File: src/hdl/sclu_pkg.sv
// Shared types and constants for the shell command lexer unit.
// Depends on nothing. It is used by every module of the block.
package sclu_pkg;

  // Input transaction: one byte, or the end-of-line marker.
  typedef struct packed {
    logic       action;
    logic [7:0] char_in;
  } in_t;

  // Result transaction.
  typedef struct packed {
    logic [2:0] kind;
    logic [3:0] op_code;
    logic [7:0] char_out;
    logic       is_literal;
    logic       part_start;
    logic [1:0] error_code;
    logic       last;
  } out_t;

  localparam int unsigned MAX_RES = 4;
  localparam int unsigned CNT_W   = $clog2(MAX_RES + 1);
  localparam int unsigned SLOT_W  = $clog2(MAX_RES);

  // All results caused by one input transaction, in stream order.
  typedef struct packed {
    logic [CNT_W-1:0]      cnt;
    out_t [MAX_RES-1:0]    slot;
  } bundle_t;

  localparam int unsigned QUEUE_DEPTH = 2;

  // Input actions.
  localparam logic ACT_CHAR = 1'b0;
  localparam logic ACT_END  = 1'b1;

  // Result kinds.
  localparam logic [2:0] K_CHAR     = 3'd0;
  localparam logic [2:0] K_EMPTYLIT = 3'd1;
  localparam logic [2:0] K_WEND     = 3'd2;
  localparam logic [2:0] K_OP       = 3'd3;
  localparam logic [2:0] K_END      = 3'd4;
  localparam logic [2:0] K_ERR      = 3'd5;

  // Operator codes.
  localparam logic [3:0] OP_PIPE    = 4'd0;
  localparam logic [3:0] OP_OR      = 4'd1;
  localparam logic [3:0] OP_AND     = 4'd2;
  localparam logic [3:0] OP_BG      = 4'd3;
  localparam logic [3:0] OP_SEMI    = 4'd4;
  localparam logic [3:0] OP_OUT     = 4'd5;
  localparam logic [3:0] OP_APPEND  = 4'd6;
  localparam logic [3:0] OP_IN      = 4'd7;
  localparam logic [3:0] OP_ERR     = 4'd8;
  localparam logic [3:0] OP_ERRAPP  = 4'd9;
  localparam logic [3:0] OP_ALL     = 4'd10;
  localparam logic [3:0] OP_ALLAPP  = 4'd11;

  // Error codes.
  localparam logic [1:0] E_SQUOTE   = 2'd0;
  localparam logic [1:0] E_DQUOTE   = 2'd1;
  localparam logic [1:0] E_SUBST    = 2'd2;
  localparam logic [1:0] E_OVERFLOW = 2'd3;

  // Bytes with a meaning to the lexer.
  localparam logic [7:0] CH_HASH   = 8'h23;
  localparam logic [7:0] CH_TWO    = 8'h32;
  localparam logic [7:0] CH_BAR    = 8'h7C;
  localparam logic [7:0] CH_AMP    = 8'h26;
  localparam logic [7:0] CH_GT     = 8'h3E;
  localparam logic [7:0] CH_LT     = 8'h3C;
  localparam logic [7:0] CH_SEMI   = 8'h3B;
  localparam logic [7:0] CH_DOLLAR = 8'h24;
  localparam logic [7:0] CH_LPAREN = 8'h28;
  localparam logic [7:0] CH_RPAREN = 8'h29;
  localparam logic [7:0] CH_SQUOTE = 8'h27;
  localparam logic [7:0] CH_DQUOTE = 8'h22;
  localparam logic [7:0] CH_BSL    = 8'h5C;
  localparam logic [7:0] CH_SP     = 8'h20;
  localparam logic [7:0] CH_TAB    = 8'h09;
  localparam logic [7:0] CH_NL     = 8'h0A;

  // Builds one result with the last flag clear.
  function automatic out_t mk_res(logic [2:0] kind, logic [3:0] op, logic [7:0] ch,
                                  logic lit, logic ps, logic [1:0] err);
    out_t r;
    r.kind       = kind;
    r.op_code    = op;
    r.char_out   = ch;
    r.is_literal = lit;
    r.part_start = ps;
    r.error_code = err;
    r.last       = 1'b0;
    return r;
  endfunction

endpackage

File: src/hdl/sclu_front.sv
// Front end of the lexer: accepts bytes, updates the lexer state and builds
// the bundle of results for each transaction. Depends on sclu_pkg.
module sclu_front import sclu_pkg::*; #(
  parameter int unsigned NEST_BITS = 8
) (
  input  logic    clk,
  input  logic    rst_n,
  input  logic    take,
  input  in_t     item,
  output logic    push,
  output bundle_t bundle
);

  typedef enum logic [2:0] {
    M_BETWEEN, M_WORD, M_SQUOTE, M_DQUOTE, M_COMMENT
  } mode_t;

  typedef enum logic [3:0] {
    P_NONE, P_BAR, P_AMP, P_AMPGT, P_GT, P_TWO, P_TWOGT, P_BSLW, P_BSLD, P_DOLLAR
  } pend_t;

  localparam logic [NEST_BITS-1:0] DEPTH_MAX = {NEST_BITS{1'b1}};

  mode_t                mode_r, mode_nxt;
  pend_t                pend_r, pend_nxt;
  logic [NEST_BITS-1:0] depth_r, depth_nxt;
  logic                 nonempty_r, nonempty_nxt;
  logic                 exp_r, exp_nxt;
  logic                 qstart_r, qstart_nxt;
  logic                 ovf_r, ovf_nxt;

  logic [CNT_W-1:0]     n_nxt;
  out_t [MAX_RES-1:0]   slot_nxt;
  logic [7:0]           c;
  logic                 ad;
  logic                 cont;
  logic                 run_word;
  logic                 run_sep;
  logic                 quoting;

  assign c = item.char_in;

  // Next lexer state and the results of this transaction.
  always_comb begin
    mode_nxt     = mode_r;
    pend_nxt     = pend_r;
    depth_nxt    = depth_r;
    nonempty_nxt = nonempty_r;
    exp_nxt      = exp_r;
    qstart_nxt   = qstart_r;
    ovf_nxt      = ovf_r;
    n_nxt        = '0;
    slot_nxt     = '0;
    ad           = 1'b0;
    cont         = 1'b1;
    run_word     = 1'b0;
    run_sep      = 1'b0;
    quoting      = (c == CH_SQUOTE) || (c == CH_DQUOTE) || (c == CH_BSL);

    if (item.action == ACT_END) begin
      // End marker: an error result if one is found, else flush lookahead, the open word and the end token.
      if (ovf_r) begin
        slot_nxt[0] = mk_res(K_ERR, '0, '0, 1'b0, 1'b0, E_OVERFLOW);
        n_nxt = CNT_W'(1);
      end else if (mode_r == M_SQUOTE) begin
        slot_nxt[0] = mk_res(K_ERR, '0, '0, 1'b0, 1'b0, E_SQUOTE);
        n_nxt = CNT_W'(1);
      end else if (mode_r == M_DQUOTE) begin
        slot_nxt[0] = mk_res(K_ERR, '0, '0, 1'b0, 1'b0, E_DQUOTE);
        n_nxt = CNT_W'(1);
      end else if (depth_r != '0) begin
        slot_nxt[0] = mk_res(K_ERR, '0, '0, 1'b0, 1'b0, E_SUBST);
        n_nxt = CNT_W'(1);
      end else begin
        unique case (pend_r)
          P_BAR, P_AMP, P_AMPGT, P_GT, P_TWOGT: begin
            unique case (pend_r)
              P_BAR:   slot_nxt[0] = mk_res(K_OP, OP_PIPE, '0, 1'b0, 1'b0, '0);
              P_AMP:   slot_nxt[0] = mk_res(K_OP, OP_BG, '0, 1'b0, 1'b0, '0);
              P_AMPGT: slot_nxt[0] = mk_res(K_OP, OP_ALL, '0, 1'b0, 1'b0, '0);
              P_GT:    slot_nxt[0] = mk_res(K_OP, OP_OUT, '0, 1'b0, 1'b0, '0);
              default: slot_nxt[0] = mk_res(K_OP, OP_ERR, '0, 1'b0, 1'b0, '0);
            endcase
            n_nxt = CNT_W'(1);
          end
          P_TWO: begin
            slot_nxt[0] = mk_res(K_CHAR, '0, CH_TWO, 1'b0, !exp_r, '0);
            n_nxt = CNT_W'(1);
            nonempty_nxt = 1'b1;
          end
          default: ;
        endcase
        if (nonempty_nxt) begin
          slot_nxt[n_nxt[SLOT_W-1:0]] = mk_res(K_WEND, '0, '0, 1'b0, 1'b0, '0);
          n_nxt = n_nxt + CNT_W'(1);
        end
        slot_nxt[n_nxt[SLOT_W-1:0]] = mk_res(K_END, '0, '0, 1'b0, 1'b0, '0);
        n_nxt = n_nxt + CNT_W'(1);
      end
      // Every end marker returns the lexer to its reset state.
      mode_nxt     = M_BETWEEN;
      pend_nxt     = P_NONE;
      depth_nxt    = '0;
      nonempty_nxt = 1'b0;
      exp_nxt      = 1'b0;
      qstart_nxt   = 1'b0;
      ovf_nxt      = 1'b0;
    end else begin
      // Resolve any held lookahead against this byte.
      pend_nxt = P_NONE;
      unique case (pend_r)
        P_BAR: begin
          if (c == CH_BAR) begin
            slot_nxt[0] = mk_res(K_OP, OP_OR, '0, 1'b0, 1'b0, '0);
            cont = 1'b0;
          end else begin
            slot_nxt[0] = mk_res(K_OP, OP_PIPE, '0, 1'b0, 1'b0, '0);
          end
          n_nxt = CNT_W'(1);
        end
        P_AMP: begin
          if (c == CH_AMP) begin
            slot_nxt[0] = mk_res(K_OP, OP_AND, '0, 1'b0, 1'b0, '0);
            n_nxt = CNT_W'(1);
            cont = 1'b0;
          end else if (c == CH_GT) begin
            pend_nxt = P_AMPGT;
            cont = 1'b0;
          end else begin
            slot_nxt[0] = mk_res(K_OP, OP_BG, '0, 1'b0, 1'b0, '0);
            n_nxt = CNT_W'(1);
          end
        end
        P_AMPGT: begin
          if (c == CH_GT) begin
            slot_nxt[0] = mk_res(K_OP, OP_ALLAPP, '0, 1'b0, 1'b0, '0);
            cont = 1'b0;
          end else begin
            slot_nxt[0] = mk_res(K_OP, OP_ALL, '0, 1'b0, 1'b0, '0);
          end
          n_nxt = CNT_W'(1);
        end
        P_GT: begin
          if (c == CH_GT) begin
            slot_nxt[0] = mk_res(K_OP, OP_APPEND, '0, 1'b0, 1'b0, '0);
            cont = 1'b0;
          end else begin
            slot_nxt[0] = mk_res(K_OP, OP_OUT, '0, 1'b0, 1'b0, '0);
          end
          n_nxt = CNT_W'(1);
        end
        P_TWO: begin
          if (c == CH_GT) begin
            pend_nxt = P_TWOGT;
            cont = 1'b0;
          end else begin
            mode_nxt = M_WORD;
            slot_nxt[0] = mk_res(K_CHAR, '0, CH_TWO, 1'b0, !exp_nxt, '0);
            n_nxt = CNT_W'(1);
            exp_nxt = 1'b1;
            nonempty_nxt = 1'b1;
          end
        end
        P_TWOGT: begin
          if (c == CH_GT) begin
            slot_nxt[0] = mk_res(K_OP, OP_ERRAPP, '0, 1'b0, 1'b0, '0);
            cont = 1'b0;
          end else begin
            slot_nxt[0] = mk_res(K_OP, OP_ERR, '0, 1'b0, 1'b0, '0);
          end
          n_nxt = CNT_W'(1);
        end
        P_BSLW: begin
          slot_nxt[0] = mk_res(K_CHAR, '0, c, 1'b1, 1'b1, '0);
          n_nxt = CNT_W'(1);
          exp_nxt = 1'b0;
          nonempty_nxt = 1'b1;
          cont = 1'b0;
        end
        P_BSLD: begin
          if ((c == CH_DQUOTE) || (c == CH_BSL) || (c == CH_DOLLAR)) begin
            slot_nxt[0] = mk_res(K_CHAR, '0, c, 1'b1, 1'b1, '0);
            exp_nxt = 1'b0;
            cont = 1'b0;
          end else begin
            // The backslash stands for itself; the byte is handled as usual.
            slot_nxt[0] = mk_res(K_CHAR, '0, CH_BSL, 1'b0, !exp_nxt, '0);
            exp_nxt = 1'b1;
          end
          n_nxt = CNT_W'(1);
          nonempty_nxt = 1'b1;
        end
        P_DOLLAR: ad = 1'b1;
        default: ;
      endcase

      // Dispatch the byte by lexer mode.
      if (cont) begin
        unique case (mode_nxt)
          M_BETWEEN: begin
            case (c) inside
              CH_SP, CH_TAB, CH_HASH, CH_NL, CH_SEMI, CH_BAR, CH_AMP, CH_GT, CH_LT,
              CH_TWO: run_sep = 1'b1;
              default: begin
                mode_nxt = M_WORD;
                run_word = 1'b1;
                ad = 1'b0;
              end
            endcase
          end
          M_WORD: run_word = 1'b1;
          M_SQUOTE: begin
            if (c == CH_SQUOTE) begin
              if (!qstart_nxt) begin
                slot_nxt[n_nxt[SLOT_W-1:0]] = mk_res(K_EMPTYLIT, '0, '0, 1'b1, 1'b1, '0);
                n_nxt = n_nxt + CNT_W'(1);
              end
              mode_nxt = M_WORD;
            end else begin
              slot_nxt[n_nxt[SLOT_W-1:0]] = mk_res(K_CHAR, '0, c, 1'b1, !qstart_nxt, '0);
              n_nxt = n_nxt + CNT_W'(1);
              qstart_nxt = 1'b1;
            end
            nonempty_nxt = 1'b1;
          end
          M_DQUOTE: begin
            if (c == CH_DQUOTE) begin
              mode_nxt = M_WORD;
            end else if (c == CH_BSL) begin
              pend_nxt = P_BSLD;
            end else begin
              slot_nxt[n_nxt[SLOT_W-1:0]] = mk_res(K_CHAR, '0, c, 1'b0, !exp_nxt, '0);
              n_nxt = n_nxt + CNT_W'(1);
              exp_nxt = 1'b1;
              nonempty_nxt = 1'b1;
            end
          end
          default: ;
        endcase

        // Inside a word: substitutions, quotes, escapes and word ends.
        if (run_word) begin
          if (c == CH_DOLLAR) begin
            slot_nxt[n_nxt[SLOT_W-1:0]] = mk_res(K_CHAR, '0, c, 1'b0, !exp_nxt, '0);
            n_nxt = n_nxt + CNT_W'(1);
            exp_nxt = 1'b1;
            nonempty_nxt = 1'b1;
            pend_nxt = P_DOLLAR;
          end else if (((depth_nxt != '0) && !quoting) || ((c == CH_LPAREN) && ad)) begin
            if (c == CH_LPAREN) begin
              if (depth_nxt == DEPTH_MAX) begin
                ovf_nxt = 1'b1;
              end else begin
                depth_nxt = depth_nxt + NEST_BITS'(1);
              end
            end else if (c == CH_RPAREN) begin
              depth_nxt = depth_nxt - NEST_BITS'(1);
            end
            slot_nxt[n_nxt[SLOT_W-1:0]] = mk_res(K_CHAR, '0, c, 1'b0, !exp_nxt, '0);
            n_nxt = n_nxt + CNT_W'(1);
            exp_nxt = 1'b1;
            nonempty_nxt = 1'b1;
          end else if (c == CH_SQUOTE) begin
            mode_nxt = M_SQUOTE;
            qstart_nxt = 1'b0;
            exp_nxt = 1'b0;
          end else if (c == CH_DQUOTE) begin
            mode_nxt = M_DQUOTE;
          end else if (c == CH_BSL) begin
            pend_nxt = P_BSLW;
          end else begin
            case (c) inside
              CH_SP, CH_TAB, CH_NL, CH_BAR, CH_AMP, CH_SEMI, CH_GT, CH_LT: begin
                if (nonempty_nxt) begin
                  slot_nxt[n_nxt[SLOT_W-1:0]] = mk_res(K_WEND, '0, '0, 1'b0, 1'b0, '0);
                  n_nxt = n_nxt + CNT_W'(1);
                end
                nonempty_nxt = 1'b0;
                exp_nxt = 1'b0;
                mode_nxt = M_BETWEEN;
                run_sep = 1'b1;
              end
              default: begin
                slot_nxt[n_nxt[SLOT_W-1:0]] = mk_res(K_CHAR, '0, c, 1'b0, !exp_nxt, '0);
                n_nxt = n_nxt + CNT_W'(1);
                exp_nxt = 1'b1;
                nonempty_nxt = 1'b1;
              end
            endcase
          end
        end

        // Between words: blanks, comments and operator starts.
        if (run_sep) begin
          case (c) inside
            CH_HASH: mode_nxt = M_COMMENT;
            CH_NL, CH_SEMI: begin
              slot_nxt[n_nxt[SLOT_W-1:0]] = mk_res(K_OP, OP_SEMI, '0, 1'b0, 1'b0, '0);
              n_nxt = n_nxt + CNT_W'(1);
            end
            CH_LT: begin
              slot_nxt[n_nxt[SLOT_W-1:0]] = mk_res(K_OP, OP_IN, '0, 1'b0, 1'b0, '0);
              n_nxt = n_nxt + CNT_W'(1);
            end
            CH_BAR: pend_nxt = P_BAR;
            CH_AMP: pend_nxt = P_AMP;
            CH_GT:  pend_nxt = P_GT;
            CH_TWO: pend_nxt = P_TWO;
            default: ;
          endcase
        end
      end
    end
  end

  // Place the last flag on the final result of the bundle.
  always_comb begin
    bundle.cnt  = n_nxt;
    bundle.slot = slot_nxt;
    if (n_nxt != '0) begin
      bundle.slot[SLOT_W'(n_nxt - CNT_W'(1))].last = 1'b1;
    end
  end

  assign push = take && (n_nxt != '0);

  // Lexer state registers.
  always_ff @(posedge clk) begin
    if (!rst_n) begin
      mode_r     <= M_BETWEEN;
      pend_r     <= P_NONE;
      depth_r    <= '0;
      nonempty_r <= 1'b0;
      exp_r      <= 1'b0;
      qstart_r   <= 1'b0;
      ovf_r      <= 1'b0;
    end else if (take) begin
      mode_r     <= mode_nxt;
      pend_r     <= pend_nxt;
      depth_r    <= depth_nxt;
      nonempty_r <= nonempty_nxt;
      exp_r      <= exp_nxt;
      qstart_r   <= qstart_nxt;
      ovf_r      <= ovf_nxt;
    end
  end

endmodule

File: src/hdl/sclu_queue.sv
// Short queue of result bundles between the front and back ends.
// Depends on sclu_pkg.
module sclu_queue import sclu_pkg::*; (
  input  logic    clk,
  input  logic    rst_n,
  input  logic    push,
  input  bundle_t push_data,
  input  logic    pop,
  output logic    full,
  output logic    nonempty,
  output bundle_t head
);

  localparam int unsigned PTR_W = $clog2(QUEUE_DEPTH);
  localparam int unsigned CNT_QW = $clog2(QUEUE_DEPTH + 1);

  bundle_t             mem_r [QUEUE_DEPTH];
  logic [PTR_W-1:0]    wr_r;
  logic [PTR_W-1:0]    rd_r;
  logic [CNT_QW-1:0]   cnt_r;

  assign full     = (cnt_r == CNT_QW'(QUEUE_DEPTH));
  assign nonempty = (cnt_r != '0);
  assign head     = mem_r[rd_r];

  // Storage: written at the tail.
  always_ff @(posedge clk) begin
    if (push && !full) begin
      mem_r[wr_r] <= push_data;
    end
  end

  // Pointers and fill count.
  always_ff @(posedge clk) begin
    if (!rst_n) begin
      wr_r  <= '0;
      rd_r  <= '0;
      cnt_r <= '0;
    end else begin
      if (push && !full) begin
        wr_r <= (wr_r == PTR_W'(QUEUE_DEPTH - 1)) ? '0 : wr_r + PTR_W'(1);
      end
      if (pop && nonempty) begin
        rd_r <= (rd_r == PTR_W'(QUEUE_DEPTH - 1)) ? '0 : rd_r + PTR_W'(1);
      end
      cnt_r <= cnt_r + CNT_QW'(push && !full) - CNT_QW'(pop && nonempty);
    end
  end

endmodule

File: src/hdl/sclu_back.sv
// Back end: holds one bundle and hands its results out one transaction at a
// time. Depends on sclu_pkg.
module sclu_back import sclu_pkg::*; (
  input  logic    clk,
  input  logic    rst_n,
  input  logic    q_nonempty,
  input  bundle_t q_head,
  output logic    pop,
  output logic    out_valid,
  input  logic    out_stall,
  output out_t    out_data
);

  bundle_t           bun_r;
  logic [SLOT_W-1:0] idx_r;
  logic              busy_r;
  logic              done;
  logic              sent;

  assign out_valid = busy_r;
  assign out_data  = bun_r.slot[idx_r];
  assign sent      = busy_r && !out_stall;
  assign done      = sent && (CNT_W'(idx_r) == bun_r.cnt - CNT_W'(1));
  assign pop       = q_nonempty && (!busy_r || done);

  // Bundle register, slot index and busy flag.
  always_ff @(posedge clk) begin
    if (!rst_n) begin
      busy_r <= 1'b0;
      idx_r  <= '0;
    end else if (pop) begin
      busy_r <= 1'b1;
      idx_r  <= '0;
    end else if (done) begin
      busy_r <= 1'b0;
    end else if (sent) begin
      idx_r <= idx_r + SLOT_W'(1);
    end
  end

  always_ff @(posedge clk) begin
    if (pop) begin
      bun_r <= q_head;
    end
  end

endmodule

File: src/hdl/shell_command_lexer_unit.sv
// Top level of the shell command lexer unit.
// Depends on sclu_pkg, sclu_front, sclu_queue and sclu_back.
//
// The unit takes one byte, or an end-of-line marker, per transaction and may
// accept a new one every clock cycle: the lexer state updates in the cycle of
// acceptance. Each transaction yields zero to three results. They pass
// through a two-bundle queue to an output stage that presents one result per
// cycle while out_stall is low. A transaction's first result is written to the
// queue on acceptance and moves to the output stage register once that stage
// is free. The input stalls only while the queue holds two bundles, so with no
// output stall the sustained rate is one input transaction per cycle while the
// line yields at most one result per byte, and otherwise follows the number of
// results. Errors appear as a single result at the end marker.
module shell_command_lexer_unit import sclu_pkg::*; #(
  parameter int unsigned NEST_BITS = 8
) (
  input  logic clk,
  input  logic rst_n,
  input  logic in_valid,
  output logic in_stall,
  input  in_t  in_data,
  output logic out_valid,
  input  logic out_stall,
  output out_t out_data
);

  logic    take;
  logic    push;
  bundle_t bundle;
  logic    q_full;
  logic    q_nonempty;
  bundle_t q_head;
  logic    pop;

  assign in_stall = q_full;
  assign take     = in_valid && !in_stall;

  // Classification and state update.
  sclu_front #(.NEST_BITS(NEST_BITS)) u_front (
    .clk    (clk),
    .rst_n  (rst_n),
    .take   (take),
    .item   (in_data),
    .push   (push),
    .bundle (bundle)
  );

  // Decoupling queue.
  sclu_queue u_queue (
    .clk       (clk),
    .rst_n     (rst_n),
    .push      (push),
    .push_data (bundle),
    .pop       (pop),
    .full      (q_full),
    .nonempty  (q_nonempty),
    .head      (q_head)
  );

  // Result serialiser.
  sclu_back u_back (
    .clk        (clk),
    .rst_n      (rst_n),
    .q_nonempty (q_nonempty),
    .q_head     (q_head),
    .pop        (pop),
    .out_valid  (out_valid),
    .out_stall  (out_stall),
    .out_data   (out_data)
  );

`ifndef SYNTH
  // The queue is never pushed while full.
  a_no_overflow: assert property (@(posedge clk) disable iff (!rst_n)
    !(push && q_full)) else $error("bundle pushed into a full queue");

  // An end token or an error always closes its transaction's results.
  a_end_last: assert property (@(posedge clk) disable iff (!rst_n)
    out_valid && ((out_data.kind == K_END) || (out_data.kind == K_ERR))
    |-> out_data.last) else $error("end or error result not marked last");

  // Nothing is presented in the cycle after reset.
  a_reset_idle: assert property (@(posedge clk)
    !rst_n |=> !out_valid) else $error("result presented after reset");
`endif

endmodule
File: config.mk
export PLATFORM = sky130hd
export DESIGN_NAME = shell_command_lexer_unit
export DESIGN_NICKNAME = d
export VERILOG_FILES = /design/src/hdl/sclu_pkg.sv /design/src/hdl/sclu_front.sv /design/src/hdl/sclu_queue.sv /design/src/hdl/sclu_back.sv /design/src/hdl/shell_command_lexer_unit.sv
export SDC_FILE = /design/constraint.sdc
export NUM_CORES = 1
export LEC_CHECK = 0
export BUFFER_PORTS_ARGS = -buffer_cell sky130_fd_sc_hd__buf_4
export CORE_MARGIN = 2
export CORE_UTILIZATION = 45
export DETAILED_ROUTE_END_ITERATION = 6
export PLACE_DENSITY_LB_ADDON = 0.3
export SLEW_MARGIN = 0
export SYNTH_ARGS = -nofsm -noshare
export SYNTH_HDL_FRONTEND = slang
export SYNTH_SLANG_ARGS = --single-unit
File: constraint.sdc
create_clock -name clk -period 11.8 [get_ports clk]
set_input_delay 2.36 -clock clk [delete_from_list [all_inputs] [get_ports clk]]
set_output_delay 2.36 -clock clk [all_outputs]
set_load 0.02 [all_outputs]
==> results.toml, run 1 <==
[timing]
finalClockSkew_ps = 24.88
hold_viol = 0
worst_pin_slew_ps = 1103
fin_crit_sh = 0.6294
setup_ws_ps = 4373
fin_tns_setup_ps = 0
maxSlewHeadroom = 0.2645
finalCriticalPeriod_ps = 7427
slew_viol_final = 0
setup_viol = 0
rsz0062_at_grt = "no"
clock.fmax_mhz = 134.6

[worst_hold_path]
min_to = "u_back.out_valid"
min_path_type = "flop to flop"
hold_path_depth = 2
hold_path.startpoint = "u_back.out_valid"

[clock_tree]
numCtsBuffers = 24
htree_levels = 1
cts_sinks = 227
cts_tree = "built"
clk_latency_ps = 520
post-cts-setup-buffers = 0
clock-root-buffer = "clkbuf_16"
cts_buffer_depth = 3
cts_resized = 0
hold_buffers = 0
clk_pin_slew_ps = 60

[layout]
final_cells = 1255
diodes = 0
nets = 945
area_growth_pct = 11.16
postLayoutCoreUtil = 0.5104
drive_gt1_frac = 0.2292
finalInstanceArea_sq_um = 12850

[logic_synthesis]
muxShareOfSynthArea = 0.1055
synth-compound-area-share = 0.1072
synthCells = 893
ys_types = 99
synth_async_sr_flop_share = 0
synth-adder-area-share = 0.02446
ys_seq_area_frac = 0.5670
synth_top_family_by_area = "simple AND/OR/NAND/NOR gates"
syn_area_sq_um = 11560
synth-seq-cells = 227
syn_nets = 928
synth_top_flop_cell = "edfxtp_1"
synthSimpleGateAreaFrac = 0.1503
synth_edf_count = 201
synth-xor-area-share = 0.01428
yosys_warnings = 0
syn_area_per_cell_sq_um = 12.95

[die]
placementRows = 58
core-area_sq_um = 25180
start_util = 0.4592
dieArea_sq_um = 26990
ios = 35
dieWidth_microns = 164.3
die_y_microns = 164.3

[setup_path]
r2r_end = "u_queue.mem_r[1][32]"
rr_worst_depth = 20
crit_path_start_kind = "primary input"
crit_slowest_cell = "a311oi_2"
ff2ff_setup_slack_ps = 5510
cp.arrival_ps = 7550
crit_required_ps = 11920
cp-end-kind = "flop"
worstPathCellList = "buf_4 -> nand4b_2 -> nor2_1 -> a311oi_2 -> ha_1 -> and3_1 -> a32oi_2 -> nand3_2 -> ha_1 -> inv_1 -> nand2_1 -> nand2_1 -> ha_1 -> nand2_1 -> nor4b_2 -> mux2i_1 -> and2_1 -> inv_2 -> nor2_1 -> a21oi_4 -> buf_4"
path_max_fanout = 56
reg2reg_from = "u_front.pend_r[0]"
critPathTopFamily = "simple AND/OR/NAND/NOR gates"
crit_path_max_incr_delay_ps = 940
worst-path-stages = 21
critPathKind = "primary input to flop"
crit_buf_inv = 4

[global_routing]
grt_overflow = 0
antenna_found_initial = 0
grt_max_degree = 70
grt_usage = 0.1961
grt_pass1_wl_mm = 40.41
grt_pass1_vias = 7060

[placed_design]
placed_area_sq_um = 12060
gp_congestion = 0.9498
post-place-ws_ps = 3933
io_buffers = 34
hpwl_mm = 17.56
dp.cells = 1214

[pwr]
ir_drop_mv = 0.1053
powerDensity_nw_per_um2 = 211.9
p_leak_nw = 4.473

[route]
wirelength_mm = 26.02
route.detailed.drc = 0
wire_per_inst_microns = 20.73
vias_per_cell = 5.894
drtIter0Drc = 670
num_vias = 7397
ant_nets = 0
first_pass_iters = 6

[outcome]
outcome = "finished, final reports clean"

[flow_run]
cap_viol_max_count = 0
## worst register-to-register path, cell delays in order (launching register included)
cell,delay (ps)
dfxtp_1,780
nor3_1,190
xor2_1,240
a311oi_2,970
ha_1,380
and3_1,170
a32oi_2,170
nand3_2,170
ha_1,330
inv_1,70
nand2_1,50
nand2_1,120
ha_1,170
nand2_1,100
nor4b_2,350
mux2i_1,110
and2_1,190
inv_2,70
nor2_1,100
a21oi_4,410
buf_4,690
## layout make-up
type	count	area (sq um)
inverters	26	97.59
repair buffers	44	330.3
clock inverters	14	155.1
flip-flops and latches	227	6558
fillers	2151	12330
well taps	330	412.9
clock buffers	27	633.1
multi-input cells	587	4666
## synth_stat cells, types with 20 or more instances
cell | number | area (sq um)
a21oi_1 | 35 | 175.2
and2_1 | 35 | 219.0
clkbuf_1 | 23 | 86.33
dfxtp_1 | 26 | 520.5
edfxtp_1 | 201 | 6036
ha_1 | 21 | 262.8
inv_1 | 21 | 78.83
mux2_2 | 67 | 754.5
nand2_1 | 47 | 176.4
nor2_1 | 57 | 214.0
nor2b_1 | 20 | 125.1
nor3_1 | 20 | 100.1
o21ai_0 | 29 | 145.1
## cell usage in the layout (no fill, tap or decap), types with 8 or more instances in the layout
master / n
nand4_1: 10
nor2b_1: 20
a21oi_1: 34
mux4_2: 16
edfxtp_1: 201
ha_1: 21
clkbuf_16: 25
mux2_2: 67
nand3_1: 12
buf_4: 44
and2_1: 35
o21ai_0: 29
a21o_1: 8
xnor2_1: 10
nor2_1: 57
mux2i_1: 9
nand2_1: 47
and3_1: 17
dfxtp_1: 25
inv_1: 21
nor3_1: 20
nand2b_1: 11
## stage by stage
step           total power, mW  hold WS [ps]
2_1_floorplan            1.788         496.7
3_3_place_gp             1.987         511.2
3_5_place_dp             1.998         519.0
4_1_cts                  2.748         530.3
5_1_grt                  2.860         555.1
6_report                 2.724         537.0
## how the worst max path moves through the flow
| stage | slack [ps] | from | end |
|---|---|---|---|
| 2_1_floorplan | 2350 | in_data[6] | u_queue.mem_r[1][0] |
| 3_3_place_gp | 4050 | in_data[0] | u_queue.mem_r[1][52] |
| 3_5_place_dp | 3930 | in_data[0] | u_queue.mem_r[1][12] |
| 4_1_cts | 4410 | in_data[0] | u_queue.mem_r[1][32] |
| 5_1_grt | 4000 | in_data[0] | u_queue.mem_r[1][32] |
| 6_report | 4370 | in_data[0] | u_queue.mem_r[1][32] |
## flip-flops by register name, summed over array words and instances (netlist names)
signal,cells
u_back.bun_r,67
u_back.idx_r,2
u_back.out_valid,1
u_front.depth_r,8
u_front.exp_r,1
u_front.mode_r,3
u_front.nonempty_r,1
u_front.ovf_r,1
u_front.pend_r,4
u_front.qstart_r,1
u_queue.cnt_r,2
u_queue.mem_r,134
u_queue.rd_r,1
u_queue.wr_r,1
## report_power, final
part | switching [mW] | total [mW] | internal [mW]
combinational | 0.433 | 0.740 | 0.307
clock | 0.295 | 0.745 | 0.450
sequential | 0.0616 | 1.24 | 1.18
## layer usage
layer / wire length [microns] / global-route usage / part of all wire / vias to the layer above
li1: - / - / - / 3456
met1: 12220 / 0.3029 / 0.47 / 3638
met2: 11420 / 0.2887 / 0.44 / 262
met3: 1801 / 0.02929 / 0.069 / 41
met4: 576 / 0.05144 / 0.022 / 0
met5: 0 / 0 / 0 / -
## cells by family after synthesis
group / after synthesis
AOI/OAI and AO/OA: 169
xor gates and xnor gates: 18
DFF: 227
adders and majority gates: 22
and+or+nand+nor: 285
muxes: 93
buffers and inverters: 79
Power figures use the tool's default switching activity.
==> run 2: changes to the inputs <==
ABC_AREA = 1   (was unset)
clock period = 6.8 ns   (was 11.8 ns; I/O delays follow)
==> results.toml, run 2 <==
[outcome]
outcome = "finished, final reports clean"

[placed_design]
hpwl_mm = 20.97
post-place-ws_ps = 1085
placed_area_sq_um = 12020
gp_congestion = 0.9687
dp.cells = 1576
io_buffers = 34

[logic_synthesis]
synth_top_flop_cell = "edfxtp_1"
syn_area_sq_um = 11380
syn_nets = 1273
synth_edf_count = 201
synth-seq-cells = 227
synth_top_area_share = 0.5302
ys_seq_area_frac = 0.5760
syn_area_per_cell_sq_um = 9.195
synthTopCellsByArea = "edfxtp_1 53%, nand2_1 12%, nor2_1 4.7%, dfxtp_1 4.6%, o21ai_0 3.6%"
ys_types = 54
synthCells = 1238
synthTopCellsByCount = "354 x nand2_1, 201 x edfxtp_1, 144 x nor2_1"
yosysMostFrequentCell = "nand2_1"
synth_async_sr_flop_share = 0
yosys_warnings = 0
synth_top_cell_by_area = "edfxtp_1"

[die]
ios = 35
start_util = 0.4547
dieArea_sq_um = 26590
placementRows = 58
dieWidth_microns = 163.1
core-area_sq_um = 25040
die_y_microns = 163.1

[timing]
setup_viol = 0
rsz0062_at_grt = "no"
hold_ws_ps = 473.5
maxSlewHeadroom = 0.4046
slew_viol_final = 0
worst_pin_slew_ps = 883.8
finalCriticalPeriod_ps = 5260
hold_viol = 0
clock.fmax_mhz = 190.1
setup_ws_ps = 1540
fin_crit_sh = 0.7736
finalClockSkew_ps = 11.46
fin_tns_setup_ps = 0

[layout]
area_growth_pct = 12.12
nets = 1307
most-common-layout-cells = "354 x nand2_1, 201 x edfxtp_1, 143 x nor2_1, 102 x inv_1, 82 x o21ai_0"
drive_gt1_frac = 0.1120
reg_top3 = "u_queue.mem_r: 134 flops, u_back.bun_r: 67 flops, u_front.depth_r: 8 flops"
largest_register = "u_queue.mem_r"
finalInstanceArea_sq_um = 12760
final_cells = 1616
final_common_cell = "nand2_1"
largest_reg_flops = 134
diodes = 0

[setup_path]
critPathKind = "primary input to flop"
worst-path-stages = 29
rr_worst_depth = 27
cp.arrival_ps = 5420
crit_required_ps = 6960
crit_path_start_kind = "primary input"
path_max_fanout = 62
crit_path_max_incr_delay_ps = 340
crit_slowest_cell = "ha_1"
crit_buf_inv = 8
critPathTopFamily = "simple AND/OR/NAND/NOR gates"
cp-end-kind = "flop"
cp_common_cell = "nand2_1"

[route]
drtIter0Drc = 890
wirelength_mm = 29.14
route.detailed.drc = 0
route.layer.met1.wl_mm = 13.50
top_layer = "met4"
ant_nets = 0
wire_per_inst_microns = 18.03
vias_per_cell = 5.422
wl_met3_mm = 1.807
wl_met2_mm = 13.24
num_vias = 8762
first_pass_iters = 5

[pwr]
p_leak_nw = 5.252
ir_drop_mv = 0.2341
powerDensity_nw_per_um2 = 391.8

[clock_tree]
post-cts-setup-buffers = 0
clock-root-buffer = "clkbuf_16"
numCtsBuffers = 24
cts_sinks = 227
clk_latency_ps = 510
clk_pin_slew_ps = 60
hold_buffers = 0
cts_resized = 0
cts_buffer_depth = 3
cts_tree = "built"
htree_levels = 1

[global_routing]
grt_pass1_vias = 8264
grt_overflow = 0
grt_usage = 0.2220
grt_pass1_wl_mm = 45.97
grt_max_degree = 70
antenna_found_initial = 0

[worst_hold_path]
hold_path_depth = 2
min_path_type = "flop to flop"

[flow_run]
cap_viol_max_count = 0
## run 2: cell types whose count changed after synthesis, moves of 17 or more
cell,delta
a21oi_1,+20
inv_1,+83
and2_1,-34
nand3_1,+21
and3_1,-17
nor2b_1,-20
mux2_2,-67
o21ai_0,+53
nand2_1,+307
nor2_1,+87
## run 2: cells by family (layout without fill, tap and decap cells)
logic type / Yosys count / after routing / synth area share
simple gates: 614 / 614 / 0.2335
flops: 227 / 227 / 0.5760
compound gates: 206 / 206 / 0.1054
buf+inv: 161 / 209 / 0.05419
fa+ha+maj: 22 / 22 / 0.02484
xor+xnor: 8 / 8 / 0.006155
## run 2: power by group
| group | switching (mW) | leakage (nW) | internal (mW) |
|---|---|---|---|
| Combinational | 1.10 | 2.80 | 0.464 |
| Clock | 0.510 | 0.355 | 0.723 |
| Sequential | 0.108 | 2.10 | 2.09 |
| Total | 1.72 | 5.25 | 3.28 |
## run 2: per-layer routing
metal | track usage | vias to the layer above
li1 | - | 4280
met1 | 0.3317 | 4135
met2 | 0.3444 | 296
met3 | 0.02895 | 51
met4 | 0.05551 | 0
met5 | 0 | -
## run 2: final timing paths
path	slack, ps	startpoint	to
worst max register to register	2140	u_front.pend_r[2]	u_queue.mem_r[1][67]
worst max-delay path	1540	in_data[6]	u_queue.mem_r[1][67]
worst min-delay path	470	u_front.depth_r[7]	u_front.depth_r[7]
worst min register to register	470	u_front.depth_r[7]	u_front.depth_r[7]
## run 2: stage by stage
step	total power, mW	util
after global placement	3.769	0.4800
after detailed placement	3.810	0.4800
after global routing	5.314	0.5098
after CTS	5.047	0.5098
final	5.001	0.5098
after floorplan	3.279	-
## run 2: final cells by class
| class | count | area (sq um) |
|---|---|---|
| Clock buffer | 28 | 615.6 |
| Sequential cell | 227 | 6558 |
| Fill cell | 2313 | 12270 |
| Inverter | 124 | 465.4 |
| Tap cell | 330 | 412.9 |
| Clock inverter | 12 | 131.4 |
| Timing Repair Buffer | 45 | 362.8 |
| Multi-Input combinational cell | 850 | 4218 |
## run 2: worst min-delay path, cell delays in order (launching register included)
cell	delay (ps)
dfxtp_1	310
nand2_1	60
a21oi_1	60
==> run 3: changes to the inputs <==
clock period = 5 ns   (was 6.8 ns; I/O delays follow)
==> results.toml, run 3 (synthesized netlist as in run 2, its figures left out) <==
[outcome]
outcome = "finished, final reports clean"

[layout]
drive_gt1_frac = 0.1326
postLayoutCoreUtil = 0.5174
largest_register = "u_queue.mem_r"
nFillCells = 2287
final_cells = 1635
largest_reg_flops = 134
diodes = 0
area_growth_pct = 13.79
most-common-layout-cells = "351 x nand2_1, 201 x edfxtp_1, 142 x nor2_1, 101 x inv_1, 82 x o21ai_0"
nets = 1326
reg_top3 = "u_queue.mem_r: 134 flops, u_back.bun_r: 67 flops, u_front.depth_r: 8 flops"
final_common_cell = "nand2_1"

[global_routing]
grt_overflow = 0
grt_pass1_vias = 8373
grt_usage = 0.2255
grt_max_degree = 70
grt_pass1_wl_mm = 46.04
antenna_found_initial = 0

[route]
drtIter0Drc = 644
route.detailed.drc = 0
wire_per_inst_microns = 17.81
wirelength_mm = 29.13
ant_nets = 0
vias_per_cell = 5.403
num_vias = 8834
first_pass_iters = 6

[clock_tree]
cts_resized = 0
htree_levels = 1
clk_latency_ps = 500
cts_tree = "built"
cts_sinks = 227
post-cts-setup-buffers = 0
cts_buffer_depth = 3
numCtsBuffers = 23
clk_pin_slew_ps = 60
hold_buffers = 0
clock-root-buffer = "clkbuf_16"

[pwr]
p_leak_nw = 5.343
powerDensity_nw_per_um2 = 522.6
ir_drop_mv = 0.2703
p_total_mw = 6.769

[placed_design]
dp.cells = 1596
gp_congestion = 0.9913
io_buffers = 34
hpwl_mm = 21.08

[setup_path]
path_max_fanout = 46
crit_required_ps = 5180
reg2reg_from = "u_front.pend_r[2]"
cp-end-kind = "flop"
cp_common_cell = "nand2_2"
crit_buf_inv = 7
cp.arrival_ps = 4500
critPathKind = "primary input to flop"
critPathLaunch = "in_data[6]"
crit_slowest_cell = "ha_4"
crit_path_start_kind = "primary input"
crit_path_max_incr_delay_ps = 290
critPathTopFamily = "simple AND/OR/NAND/NOR gates"

[timing]
rsz0062_at_grt = "no"
fin_crit_sh = 0.8648
hold_viol = 0
slew_viol_final = 0
worst_pin_slew_ps = 848.3
finalCriticalPeriod_ps = 4324
clock.fmax_mhz = 231.3
finalClockSkew_ps = 9.804
maxSlewHeadroom = 0.4345
setup_viol = 0

[die]
dieArea_sq_um = 26590
dieWidth_microns = 163.1
die_y_microns = 163.1
start_util = 0.4547
ios = 35
placementRows = 58
core-area_sq_um = 25040

[worst_hold_path]
min_path_type = "flop to flop"
hold_path.startpoint = "u_front.depth_r[7]"

[flow_run]
cap_viol_max_count = 0
run 3: changes by cell type in the layout (fill, tap and decap cells not counted), moves of 3 or more:
cell     previous run  this run
buf_4              43        62
ha_4                0         3
ha_1               21        18
nand2_1           354       351
inv_2              19        16
run 3: worst paths after layout:
kind	to	slack, ps	depth (start not counted)
setup / recovery	u_queue.mem_r[0][69]	680	27
hold / removal	u_front.depth_r[7]	470	2
setup reg to reg	u_queue.mem_r[0][69]	850	25
hold reg to reg	u_front.depth_r[7]	470	2
run 3: stage by stage:
stage               hold WS, ps  setup slack, ps  TNS (ps)  cell area [sq um]
floorplan                 438.6           -16.90     -2030              11490
global placement          456.3            291.4         0              12270
detailed placement        463.4            162.6         0              12270
CTS                       473.2            682.7         0              12950
global route              492.8            283.9         0              12950
finish                    470.5            676.2         0              12950
run 3: tightest hold or removal path, cell delays in order, from the launching register on:
cell	delay (ps)
dfxtp_1	310
nand2_1	60
a21oi_1	50
run 3: power breakdown:
group / total [mW] / switching, mW / internal (mW)
sequential: 2.99 / 0.146 / 2.85
clock: 1.59 / 0.691 / 0.897
combinational: 2.19 / 1.52 / 0.670
total: 6.77 / 2.36 / 4.41
run 3: cell type report:
class	count	area, sq um	share of cell area
clock inverters	13	100.1	0.007727
multi-input cells	850	4292	0.3313
flip-flops and latches	227	6558	0.5062
clock buffers	26	586.8	0.04530
well taps	330	412.9	0.03187
inverters	124	479.2	0.03699
repair buffers	65	525.5	0.04057
run 3: layer usage:
layer,share of wire,GRT usage,up-vias
met5,0,0,-
met1,0.46,0.3253,4120
met2,0.45,0.3552,324
met4,0.031,0.07321,0
li1,-,-,4327
met3,0.065,0.02996,63
